**config.mk**
```make
export PLATFORM = sky130hd
export DESIGN_NAME = box_overlap_test_core
export DESIGN_NICKNAME = d
export VERILOG_FILES = /design/src/rtl/core/bot_pkg.sv /design/src/rtl/core/bot_cfg.sv /design/src/rtl/core/bot_geom.sv /design/src/rtl/core/bot_thresh.sv /design/src/rtl/core/box_overlap_test_core.sv
export SDC_FILE = /design/constraint.sdc
export NUM_CORES = 2
export LEC_CHECK = 0
export ABC_AREA = 1
export BUFFER_PORTS_ARGS = -buffer_cell sky130_fd_sc_hd__buf_4
export CAP_MARGIN = 20
export CORE_MARGIN = 2
export CORE_UTILIZATION = 30
export CTS_CLUSTER_DIAMETER = 120
export CTS_CLUSTER_SIZE = 10
export DETAILED_ROUTE_END_ITERATION = 7
export GPL_TIMING_DRIVEN = 0
export PLACE_DENSITY = 0.41
export SLEW_MARGIN = 15
export SYNTH_ARGS = -nofsm -noshare
export SYNTH_HDL_FRONTEND = slang
export SYNTH_HIERARCHICAL = 1
export SYNTH_SLANG_ARGS = --single-unit
```
**constraint.sdc**
```tcl
create_clock -name clk -period 14.92 [get_ports clk]
set_input_delay 1.492 -clock clk [delete_from_list [all_inputs] [get_ports clk]]
set_output_delay 1.492 -clock clk [all_outputs]
set_load 0.02 [all_outputs]
```
**src/rtl/core/bot_pkg.sv**
```systemverilog
// ----------------------------------------------------------------------------
// bot_pkg: shared constants for the box overlap test core
// Default widths and the register map of the configuration port.
// ----------------------------------------------------------------------------
package bot_pkg;

  // Default coordinate width and threshold fraction width.
  localparam int COORD_BITS_DEFAULT = 12;
  localparam int FRAC_BITS_DEFAULT  = 16;

  // APB data width and the address width that covers both registers.
  localparam int APB_DATA_W = 32;
  localparam int CFG_ADDR_W = 3;

  // Register indexes, one word apart.
  typedef enum logic [0:0] {
    REG_MATCH_FRACTION = 1'b0,
    REG_IOU_FRACTION   = 1'b1
  } reg_index_t;

endpackage

```
**src/rtl/core/bot_cfg.sv**
```systemverilog
// ----------------------------------------------------------------------------
// bot_cfg: threshold registers
// APB-style register file holding the match and IoU thresholds.
// ----------------------------------------------------------------------------
module bot_cfg
  import bot_pkg::*;
#(
  parameter int FRAC_BITS = FRAC_BITS_DEFAULT
) (
  input  logic                  clk,
  input  logic                  rst,
  input  logic                  psel,
  input  logic                  penable,
  input  logic                  pwrite,
  input  logic [CFG_ADDR_W-1:0] paddr,
  input  logic [APB_DATA_W-1:0] pwdata,
  output logic [APB_DATA_W-1:0] prdata,
  output logic                  pready,
  output logic [FRAC_BITS:0]    match_fraction,
  output logic [FRAC_BITS:0]    iou_fraction
);

  localparam int TW = FRAC_BITS + 1;
  // Reset thresholds: 0.8 rounded to nearest, and exactly one half.
  localparam int MATCH_RESET = ((8 << FRAC_BITS) + 5) / 10;
  localparam int IOU_RESET   = 1 << (FRAC_BITS - 1);

  reg_index_t index;
  logic       write_en;

  assign pready   = 1'b1;
  assign index    = reg_index_t'(paddr[CFG_ADDR_W-1:2]);
  assign write_en = psel & penable & pwrite;

  always_ff @(posedge clk) begin
    if (rst) begin
      match_fraction <= TW'(MATCH_RESET);
      iou_fraction   <= TW'(IOU_RESET);
    end else if (write_en) begin
      case (index)
        REG_MATCH_FRACTION: match_fraction <= pwdata[TW-1:0];
        REG_IOU_FRACTION:   iou_fraction   <= pwdata[TW-1:0];
        default: ;
      endcase
    end
  end

  always_comb begin
    case (index)
      REG_MATCH_FRACTION: prdata = APB_DATA_W'(match_fraction);
      REG_IOU_FRACTION:   prdata = APB_DATA_W'(iou_fraction);
      default:            prdata = '0;
    endcase
  end

endmodule

```
**src/rtl/core/bot_geom.sv**
```systemverilog
// ----------------------------------------------------------------------------
// bot_geom: intersection extents and box areas
// Two pipeline stages: edge selection, then overlap sizes and box areas.
// ----------------------------------------------------------------------------
module bot_geom
  import bot_pkg::*;
#(
  parameter int COORD_BITS = COORD_BITS_DEFAULT
) (
  input  logic                    clk,
  input  logic                    rst,
  input  logic                    in_valid,
  output logic                    in_ready,
  input  logic [COORD_BITS-1:0]   first_top,
  input  logic [COORD_BITS-1:0]   first_left,
  input  logic [COORD_BITS-1:0]   first_width,
  input  logic [COORD_BITS-1:0]   first_height,
  input  logic [COORD_BITS-1:0]   second_top,
  input  logic [COORD_BITS-1:0]   second_left,
  input  logic [COORD_BITS-1:0]   second_width,
  input  logic [COORD_BITS-1:0]   second_height,
  output logic                    out_valid,
  input  logic                    out_ready,
  output logic [COORD_BITS-1:0]   inter_width,
  output logic [COORD_BITS-1:0]   inter_height,
  output logic [2*COORD_BITS-1:0] first_area,
  output logic [2*COORD_BITS-1:0] second_area
);

  localparam int CW = COORD_BITS;
  localparam int EW = COORD_BITS + 1;
  localparam int AW = 2 * COORD_BITS;

  // Stage 1: near edges are the larger starts, far edges the smaller ends.
  logic          s1_valid;
  logic          s1_ready;
  logic [CW-1:0] s1_lo_x;
  logic [CW-1:0] s1_lo_y;
  logic [EW-1:0] s1_hi_x;
  logic [EW-1:0] s1_hi_y;
  logic [CW-1:0] s1_w1;
  logic [CW-1:0] s1_h1;
  logic [CW-1:0] s1_w2;
  logic [CW-1:0] s1_h2;

  logic [EW-1:0] right1;
  logic [EW-1:0] right2;
  logic [EW-1:0] bottom1;
  logic [EW-1:0] bottom2;

  // Stage 2 results go straight to the outputs.
  logic          s2_valid;
  logic          s2_ready;
  logic [EW-1:0] span_x;
  logic [EW-1:0] span_y;

  assign right1  = EW'(first_left) + EW'(first_width);
  assign right2  = EW'(second_left) + EW'(second_width);
  assign bottom1 = EW'(first_top) + EW'(first_height);
  assign bottom2 = EW'(second_top) + EW'(second_height);

  assign s2_ready = !s2_valid || out_ready;
  assign s1_ready = !s1_valid || s2_ready;
  assign in_ready = s1_ready;

  always_ff @(posedge clk) begin
    if (rst) begin
      s1_valid <= 1'b0;
    end else if (s1_ready) begin
      s1_valid <= in_valid;
    end
  end

  always_ff @(posedge clk) begin
    if (s1_ready && in_valid) begin
      s1_lo_x <= (first_left > second_left) ? first_left : second_left;
      s1_lo_y <= (first_top > second_top) ? first_top : second_top;
      s1_hi_x <= (right1 < right2) ? right1 : right2;
      s1_hi_y <= (bottom1 < bottom2) ? bottom1 : bottom2;
      s1_w1   <= first_width;
      s1_h1   <= first_height;
      s1_w2   <= second_width;
      s1_h2   <= second_height;
    end
  end

  // The overlap never exceeds either width, so it fits the coordinate width.
  assign span_x = (s1_hi_x >= EW'(s1_lo_x)) ? s1_hi_x - EW'(s1_lo_x) : '0;
  assign span_y = (s1_hi_y >= EW'(s1_lo_y)) ? s1_hi_y - EW'(s1_lo_y) : '0;

  always_ff @(posedge clk) begin
    if (rst) begin
      s2_valid <= 1'b0;
    end else if (s2_ready) begin
      s2_valid <= s1_valid;
    end
  end

  always_ff @(posedge clk) begin
    if (s2_ready && s1_valid) begin
      inter_width  <= span_x[CW-1:0];
      inter_height <= span_y[CW-1:0];
      first_area   <= AW'(s1_w1) * AW'(s1_h1);
      second_area  <= AW'(s1_w2) * AW'(s1_h2);
    end
  end

  assign out_valid = s2_valid;

endmodule

```
**src/rtl/core/bot_thresh.sv**
```systemverilog
// ----------------------------------------------------------------------------
// bot_thresh: area products and threshold decisions
// Four pipeline stages: intersection area, union and containment products,
// IoU product with containment compare, and the final IoU compare.
// ----------------------------------------------------------------------------
module bot_thresh
  import bot_pkg::*;
#(
  parameter int COORD_BITS = COORD_BITS_DEFAULT,
  parameter int FRAC_BITS  = FRAC_BITS_DEFAULT
) (
  input  logic                    clk,
  input  logic                    rst,
  input  logic [FRAC_BITS:0]      match_fraction,
  input  logic [FRAC_BITS:0]      iou_fraction,
  input  logic                    in_valid,
  output logic                    in_ready,
  input  logic [COORD_BITS-1:0]   inter_width,
  input  logic [COORD_BITS-1:0]   inter_height,
  input  logic [2*COORD_BITS-1:0] first_area,
  input  logic [2*COORD_BITS-1:0] second_area,
  output logic                    out_valid,
  input  logic                    out_ready,
  output logic                    boxes_overlap
);

  localparam int AW  = 2 * COORD_BITS;     // box area
  localparam int UW  = AW + 1;             // union area
  localparam int TW  = FRAC_BITS + 1;      // threshold
  localparam int PW  = AW + TW;            // threshold times box area
  localparam int QW  = UW + TW;            // threshold times union area
  localparam int SW  = AW + FRAC_BITS;     // scaled intersection

  // Stage 3: intersection area.
  logic          s3_valid;
  logic          s3_ready;
  logic [AW-1:0] s3_ai;
  logic [AW-1:0] s3_a1;
  logic [AW-1:0] s3_a2;

  // Stage 4: union area and containment products.
  logic          s4_valid;
  logic          s4_ready;
  logic [AW-1:0] s4_ai;
  logic [UW-1:0] s4_au;
  logic [PW-1:0] s4_p1;
  logic [PW-1:0] s4_p2;
  logic [SW-1:0] s4_scaled;

  // Stage 5: IoU product and containment verdict.
  logic          s5_valid;
  logic          s5_ready;
  logic [AW-1:0] s5_ai;
  logic [QW-1:0] s5_p3;
  logic          s5_contain;
  logic [SW-1:0] s5_scaled;

  // Stage 6: final verdict.
  logic          s6_valid;
  logic          s6_ready;

  assign s6_ready = !s6_valid || out_ready;
  assign s5_ready = !s5_valid || s6_ready;
  assign s4_ready = !s4_valid || s5_ready;
  assign s3_ready = !s3_valid || s4_ready;
  assign in_ready = s3_ready;

  always_ff @(posedge clk) begin
    if (rst) begin
      s3_valid <= 1'b0;
      s4_valid <= 1'b0;
      s5_valid <= 1'b0;
      s6_valid <= 1'b0;
    end else begin
      if (s3_ready) s3_valid <= in_valid;
      if (s4_ready) s4_valid <= s3_valid;
      if (s5_ready) s5_valid <= s4_valid;
      if (s6_ready) s6_valid <= s5_valid;
    end
  end

  always_ff @(posedge clk) begin
    if (s3_ready && in_valid) begin
      s3_ai <= AW'(inter_width) * AW'(inter_height);
      s3_a1 <= first_area;
      s3_a2 <= second_area;
    end
  end

  // The intersection lies inside both boxes, so the union never goes negative.
  always_ff @(posedge clk) begin
    if (s4_ready && s3_valid) begin
      s4_ai <= s3_ai;
      s4_au <= UW'(s3_a1) + UW'(s3_a2) - UW'(s3_ai);
      s4_p1 <= PW'(match_fraction) * PW'(s3_a1);
      s4_p2 <= PW'(match_fraction) * PW'(s3_a2);
    end
  end

  assign s4_scaled = {s4_ai, {FRAC_BITS{1'b0}}};
  assign s5_scaled = {s5_ai, {FRAC_BITS{1'b0}}};

  always_ff @(posedge clk) begin
    if (s5_ready && s4_valid) begin
      s5_ai      <= s4_ai;
      s5_p3      <= QW'(iou_fraction) * QW'(s4_au);
      s5_contain <= (PW'(s4_scaled) >= s4_p1) || (PW'(s4_scaled) >= s4_p2);
    end
  end

  always_ff @(posedge clk) begin
    if (s6_ready && s5_valid) begin
      boxes_overlap <= s5_contain || (QW'(s5_scaled) >= s5_p3);
    end
  end

  assign out_valid = s6_valid;

  // The intersection area can never exceed either box area.
  assert property (@(posedge clk) disable iff (rst)
    s3_valid |-> (s3_ai <= s3_a1) && (s3_ai <= s3_a2))
    else $error("intersection area larger than a box area");

  // The union always covers the intersection.
  assert property (@(posedge clk) disable iff (rst)
    s4_valid |-> (s4_au >= UW'(s4_ai)))
    else $error("union area smaller than intersection area");

  // An empty output stage takes the item waiting in the stage before it.
  assert property (@(posedge clk) disable iff (rst)
    (s5_valid && !s6_valid) |=> s6_valid)
    else $error("output stage failed to load a waiting item");

  // A zero intersection with nonzero areas and nonzero thresholds cannot match.
  assert property (@(posedge clk) disable iff (rst)
    (s5_valid && s6_ready && s5_ai == '0 && s5_p3 != '0 && !s5_contain)
      |=> !boxes_overlap)
    else $error("disjoint boxes reported as overlapping");

endmodule

```
**src/rtl/core/box_overlap_test_core.sv**
```systemverilog
// ----------------------------------------------------------------------------
// box_overlap_test_core: decides whether two boxes are the same detection
// Streams box pairs in and one match flag per pair out, with the match and
// IoU thresholds held in an APB-style register file.
// ----------------------------------------------------------------------------
// Throughput: one box pair per cycle while m_tready is high; every stage
//   is a register slice with its own valid bit, so a stall only backs up
//   as far as the first bubble.
// Reset (rst, synchronous, active high): clears all stage valid bits and
//   loads the thresholds with 0.8 (match) and 0.5 (IoU). No clearing pass.
// ----------------------------------------------------------------------------
module box_overlap_test_core
  import bot_pkg::*;
#(
  parameter int COORD_BITS = COORD_BITS_DEFAULT,
  parameter int FRAC_BITS  = FRAC_BITS_DEFAULT
) (
  input  logic                  clk,
  input  logic                  rst,
  // Input stream: one pair of boxes per transaction.
  input  logic                  s_tvalid,
  output logic                  s_tready,
  // s_tdata, lowest bits first: first_top, first_left, first_width,
  // first_height, second_top, second_left, second_width, second_height.
  input  logic [((8*COORD_BITS+7)/8)*8-1:0] s_tdata,
  // Output stream: one match flag per pair.
  output logic                  m_tvalid,
  input  logic                  m_tready,
  // m_tdata, lowest bit first: boxes_overlap, then zero padding.
  output logic [7:0]            m_tdata,
  // Configuration port.
  input  logic                  psel,
  input  logic                  penable,
  input  logic                  pwrite,
  input  logic [CFG_ADDR_W-1:0] paddr,
  input  logic [APB_DATA_W-1:0] pwdata,
  output logic [APB_DATA_W-1:0] prdata,
  output logic                  pready
);

  localparam int CW = COORD_BITS;
  localparam int AW = 2 * COORD_BITS;

  // Thresholds from the register file, read directly by every stage. Change
  // them only while the pipeline is empty; the block does not enforce it.
  logic [FRAC_BITS:0] match_fraction;
  logic [FRAC_BITS:0] iou_fraction;

  // Handshake and data between the geometry and threshold sections.
  logic          geom_valid;
  logic          geom_ready;
  logic [CW-1:0] inter_width;
  logic [CW-1:0] inter_height;
  logic [AW-1:0] first_area;
  logic [AW-1:0] second_area;
  logic          boxes_overlap;

  bot_cfg #(
    .FRAC_BITS(FRAC_BITS)
  ) u_cfg (
    .clk            (clk),
    .rst            (rst),
    .psel           (psel),
    .penable        (penable),
    .pwrite         (pwrite),
    .paddr          (paddr),
    .pwdata         (pwdata),
    .prdata         (prdata),
    .pready         (pready),
    .match_fraction (match_fraction),
    .iou_fraction   (iou_fraction)
  );

  // The first two stages work out how far the boxes overlap in each
  // direction and the area of each box.
  bot_geom #(
    .COORD_BITS(COORD_BITS)
  ) u_geom (
    .clk           (clk),
    .rst           (rst),
    .in_valid      (s_tvalid),
    .in_ready      (s_tready),
    .first_top     (s_tdata[0*CW +: CW]),
    .first_left    (s_tdata[1*CW +: CW]),
    .first_width   (s_tdata[2*CW +: CW]),
    .first_height  (s_tdata[3*CW +: CW]),
    .second_top    (s_tdata[4*CW +: CW]),
    .second_left   (s_tdata[5*CW +: CW]),
    .second_width  (s_tdata[6*CW +: CW]),
    .second_height (s_tdata[7*CW +: CW]),
    .out_valid     (geom_valid),
    .out_ready     (geom_ready),
    .inter_width   (inter_width),
    .inter_height  (inter_height),
    .first_area    (first_area),
    .second_area   (second_area)
  );

  // The remaining four stages form the intersection and union areas and
  // compare the scaled intersection exactly against threshold times area.
  // The last of them is the output register.
  bot_thresh #(
    .COORD_BITS(COORD_BITS),
    .FRAC_BITS (FRAC_BITS)
  ) u_thresh (
    .clk            (clk),
    .rst            (rst),
    .match_fraction (match_fraction),
    .iou_fraction   (iou_fraction),
    .in_valid       (geom_valid),
    .in_ready       (geom_ready),
    .inter_width    (inter_width),
    .inter_height   (inter_height),
    .first_area     (first_area),
    .second_area    (second_area),
    .out_valid      (m_tvalid),
    .out_ready      (m_tready),
    .boxes_overlap  (boxes_overlap)
  );

  assign m_tdata = {7'b0, boxes_overlap};

endmodule
```
==> impl_summary.txt <==
----------------------------------------------------
[Timing]
  Post-route setup TNS ... 0 ns
  Final setup violating endpoints ... 0
  Fraction of the cycle the final worst path needs ... ~52%
  Slew of the pin with the lowest slew margin ... ~1.2 ns
  Pins Over Slew Limit ... 0
  Fmax ... about 130 MHz
  RSZ-0062 raised after global routing ... false
  Clock period minus final worst setup slack ... between 7 and 8 ns
  Relative slew margins ... around 18%
  Worst clock skew on the final layout ... approximately 0.041 ns
  Final number of hold-violating endpoints ... 0

[Setup path]
  Critical path start-end classification ... register to register
  CP endpoint kind ... register
  Cell Chain, Critical Path ... clkbuf_1, buf_1, nand2_1, fa_1, inv_1, fa_1, inv_1, fa_1, inv_1, fa_1, fa_1, inv_1, fa_1, inv_1, ha_1, a21oi_1, o21ai_0, inv_1, nand2_1, a21oi_1, nand2_1, nand2_1, nand2_1
  Buffers plus inverters on the worst setup path ... 8
  Delay of the slowest critical-path stage ... between 0.9 and 1 ns
  Worst setup SP type ... register
  Top Family by Delay on Critical Path ... adder cells
  Worst endpoint data arrival time ... a little over 8 ns
  Library cell contributing the largest single delay on the critical path ... clkbuf_1
  Critical Path RT ... between 15 and 20 ns
  Max Fanout on Critical Path ... 10

[Clock network]
  # clock sinks ... about 480
  Reg clk slew, reported paths ... approximately 0.060 ns
  Number of buffers created by CTS ... between 50 and 60
  Quantity of gates resized following cts ... 0
  Hold Buf Count CTS ... 0
  H-tree levels ... 2
  Clock Tree Buf Depth ... 3
  Clk_lat worst skew ... 0.68 ns
  Buffers inserted by post-CTS timing repair ... 0
  TritonCTS clock tree ... built
  CTS root buffer ... clkbuf_16

[Drt]
  Met1 WL ... about 130000 um
  Antenna viol nets, final ... 0
  Number of DRC violations after detailed routing ... 0
  Overall routed net length ... approximately 300000 um
  Detailed route wirelength on metal3 ... roughly 13000 um
  Met2 routed WL ... about 140000 um
  Routed WL per cell ... around 20 um
  Iteration-0 DRC count of the detailed router ... 3946
  DR vias/cell ... 4.48
  First-pass iteration count of the detailed router ... 6
  Uppermost layer routed ... met4
  Count of vias placed by the detailed router ... ~67000

[Layout]
  Filler cell count in the final layout ... around 30000
  Fraction of final layout cells sized beyond drive strength 1 ... about 3.5%
  Layout overhead on the synthesized area ... 9.17%
  Area occupied by registers ... ~0.014 mm2
  Commonest cells after routing, fill and taps aside ... nand2_1, inv_1, fa_1
  Commonest non-fill, non-tap cell in the layout ... nand2_1
  Footprint of the multi-input gates ... ~0.057 mm2
  Layout net count ... about 13000

[Yosys]
  Number of enable flip-flop cells after synthesis ... approximately 440
  Number of flip-flops and latches in the synthesized netlist ... between 400 and 500
  Ys async rst share ... 0%
  Area fraction of the dominant cell type after synthesis ... approximately a third
  Netlist cell types ... about 50
  Post-synthesis instance total ... between 10000 and 15000
  Biggest area consumer among synthesized cells ... fa_1
  Synth Cell Area ... roughly 0.084 mm2
  Proportion of synthesized chip area in sequential cells ... ~17%
  Yosys warnings ... 6
  Cells taking the most area after synthesis ... fa_1, edfxtp_1, nand2_1, inv_1, ha_1
  Synthesized area divided by synthesized cell count ... between 7 and 8 um2
  Top_reg_cell synth ... edfxtp_1

[Flow run]
  Number of max-cap violations ... 0

[Floorplan]
  Boundary Pins ... ~180
  Die H ... about 530 um
  Die Wd ... about 530 um
  Die Footprint ... 0.284 mm2
  Placeable core region ... approximately 0.28 mm2
  Initial standard-cell utilization of the core ... between 30% and 40%
  Site row count ... 194

[Place]
  Port Buf Inserts ... approximately 140
  Detailed placer's ending HPWL ... ~250000 um
  RD Place Congestion ... a little over 0.9

[GRT]
  First-pass GRT wire length ... approximately 450000 um
  Number of antenna violations at the first check in global routing ... 6
  Maximum number of pins on one net before global-route repair ... between 70 and 80
  Global-route total usage across every layer ... between 20% and 30%
  Vias in the first global route ... slightly above 70000
  Remaining Overflow, GRT ... 0

[Outcome]
  Outcome ... finished clean

[Min path]
  Tightest Hold Check Type ... register to register

----------------------------------------------------
## cells in the mapped netlist, types with 4 or more instances
| cell type | n |
|---|---|
| a21boi_0 | 4 |
| a21o_1 | 14 |
| a21oi_1 | 252 |
| a21oi_2 | 5 |
| a31oi_1 | 6 |
| and2_1 | 13 |
| buf_1 | 47 |
| buf_2 | 5 |
| buf_4 | 26 |
| buf_6 | 12 |
| clkbuf_1 | 312 |
| dfxtp_1 | 40 |
| edfxtp_1 | 441 |
| fa_1 | 1332 |
| ha_1 | 749 |
| inv_1 | 3145 |
| inv_2 | 6 |
| nand2_1 | 3258 |
| nand2_2 | 45 |
| nand3_1 | 298 |
| nand3_2 | 22 |
| nand3b_1 | 14 |
| nand4_1 | 50 |
| nor2_1 | 395 |
| nor2_2 | 16 |
| nor3_1 | 48 |
| nor4_1 | 13 |
| o21a_1 | 12 |
| o21ai_0 | 84 |
| o21bai_1 | 35 |
| xnor2_1 | 41 |
| xor2_1 | 106 |
## final cells by class
cell class                 count  share of cell area, %
antenna                        3                0.00819
clock buffer                  79                   1.65
buffer                       403                   1.88
timing repair buffer         154                   1.45
clock inverter                 7                 0.0846
tap                         3724                   5.08
inverter                    3153                   12.9
multi-input combinational   6856                   61.6
sequential                   481                   15.3
## cell families (layout without fill, tap and decap cells)
family                   after synthesis  in the layout  synth area share [%]
XOR/XNOR                             147            147                  1.53
other                                  3             26                0.0134
AO/OA/AOI/OAI                        418            418                  2.73
adder cells (fa/ha/maj)             2081           2081                  42.9
buffers and inverters               3556           3796                  16.1
flip-flops                           481            481                  16.7
AND/OR/NAND/NOR                     4187           4187                  20.0
## registers in the layout, summed over array words and instances (netlist names), 25 cells and up
| register | count |
|---|---|
| u_thresh/s4_au | 25 |
| u_thresh/s4_p1 | 41 |
| u_thresh/s4_p2 | 41 |
| u_thresh/s5_p3 | 42 |
## routing by layer
layer / global-route usage (%) / vias to the layer above
li1: - / 31851
met1: 28.2 / 32864
met2: 35.5 / 1529
met3: 1.98 / 319
met4: 6.52 / 0
met5: 0 / -
## per-stage QoR
step	area [um2]	hold slack, ns	cells	utilization, %	setup WS, ns
detailed placement	90100	0.405	14769	32.3	7.18
floorplan	84100	0.400	10893	-	8.95
global placement	89800	0.403	14756	32.2	6.63
global route	91700	0.418	14857	32.9	6.81
CTS	91700	0.409	14855	32.9	7.17
finish	91700	0.406	14860	32.9	7.09
## worst reg2reg max path, delay by kind of cell (launching register included)
kind	cells	cell delay (ns)
flops	1	0.55
compound gates	3	0.66
fa+ha+maj	7	3.49
simple gates	5	0.63
buf+inv	8	2.16
## path summary, 6_finish.rpt
kind	depth (start not counted)	from	slack, ns	to
min reg2reg	0	u_geom/second_area[15]	0.41	u_thresh/s3_a2[15]
max	23	u_cfg/match_fraction[5]	7.09	u_thresh/s4_p1[38]
min	0	u_geom/second_area[15]	0.41	u_thresh/s3_a2[15]
max reg2reg	23	u_cfg/match_fraction[5]	7.09	u_thresh/s4_p1[38]
Power is left out: the tool's default activity adds up to more than one toggle a clock period on the data nets, which glitch-free logic cannot reach.
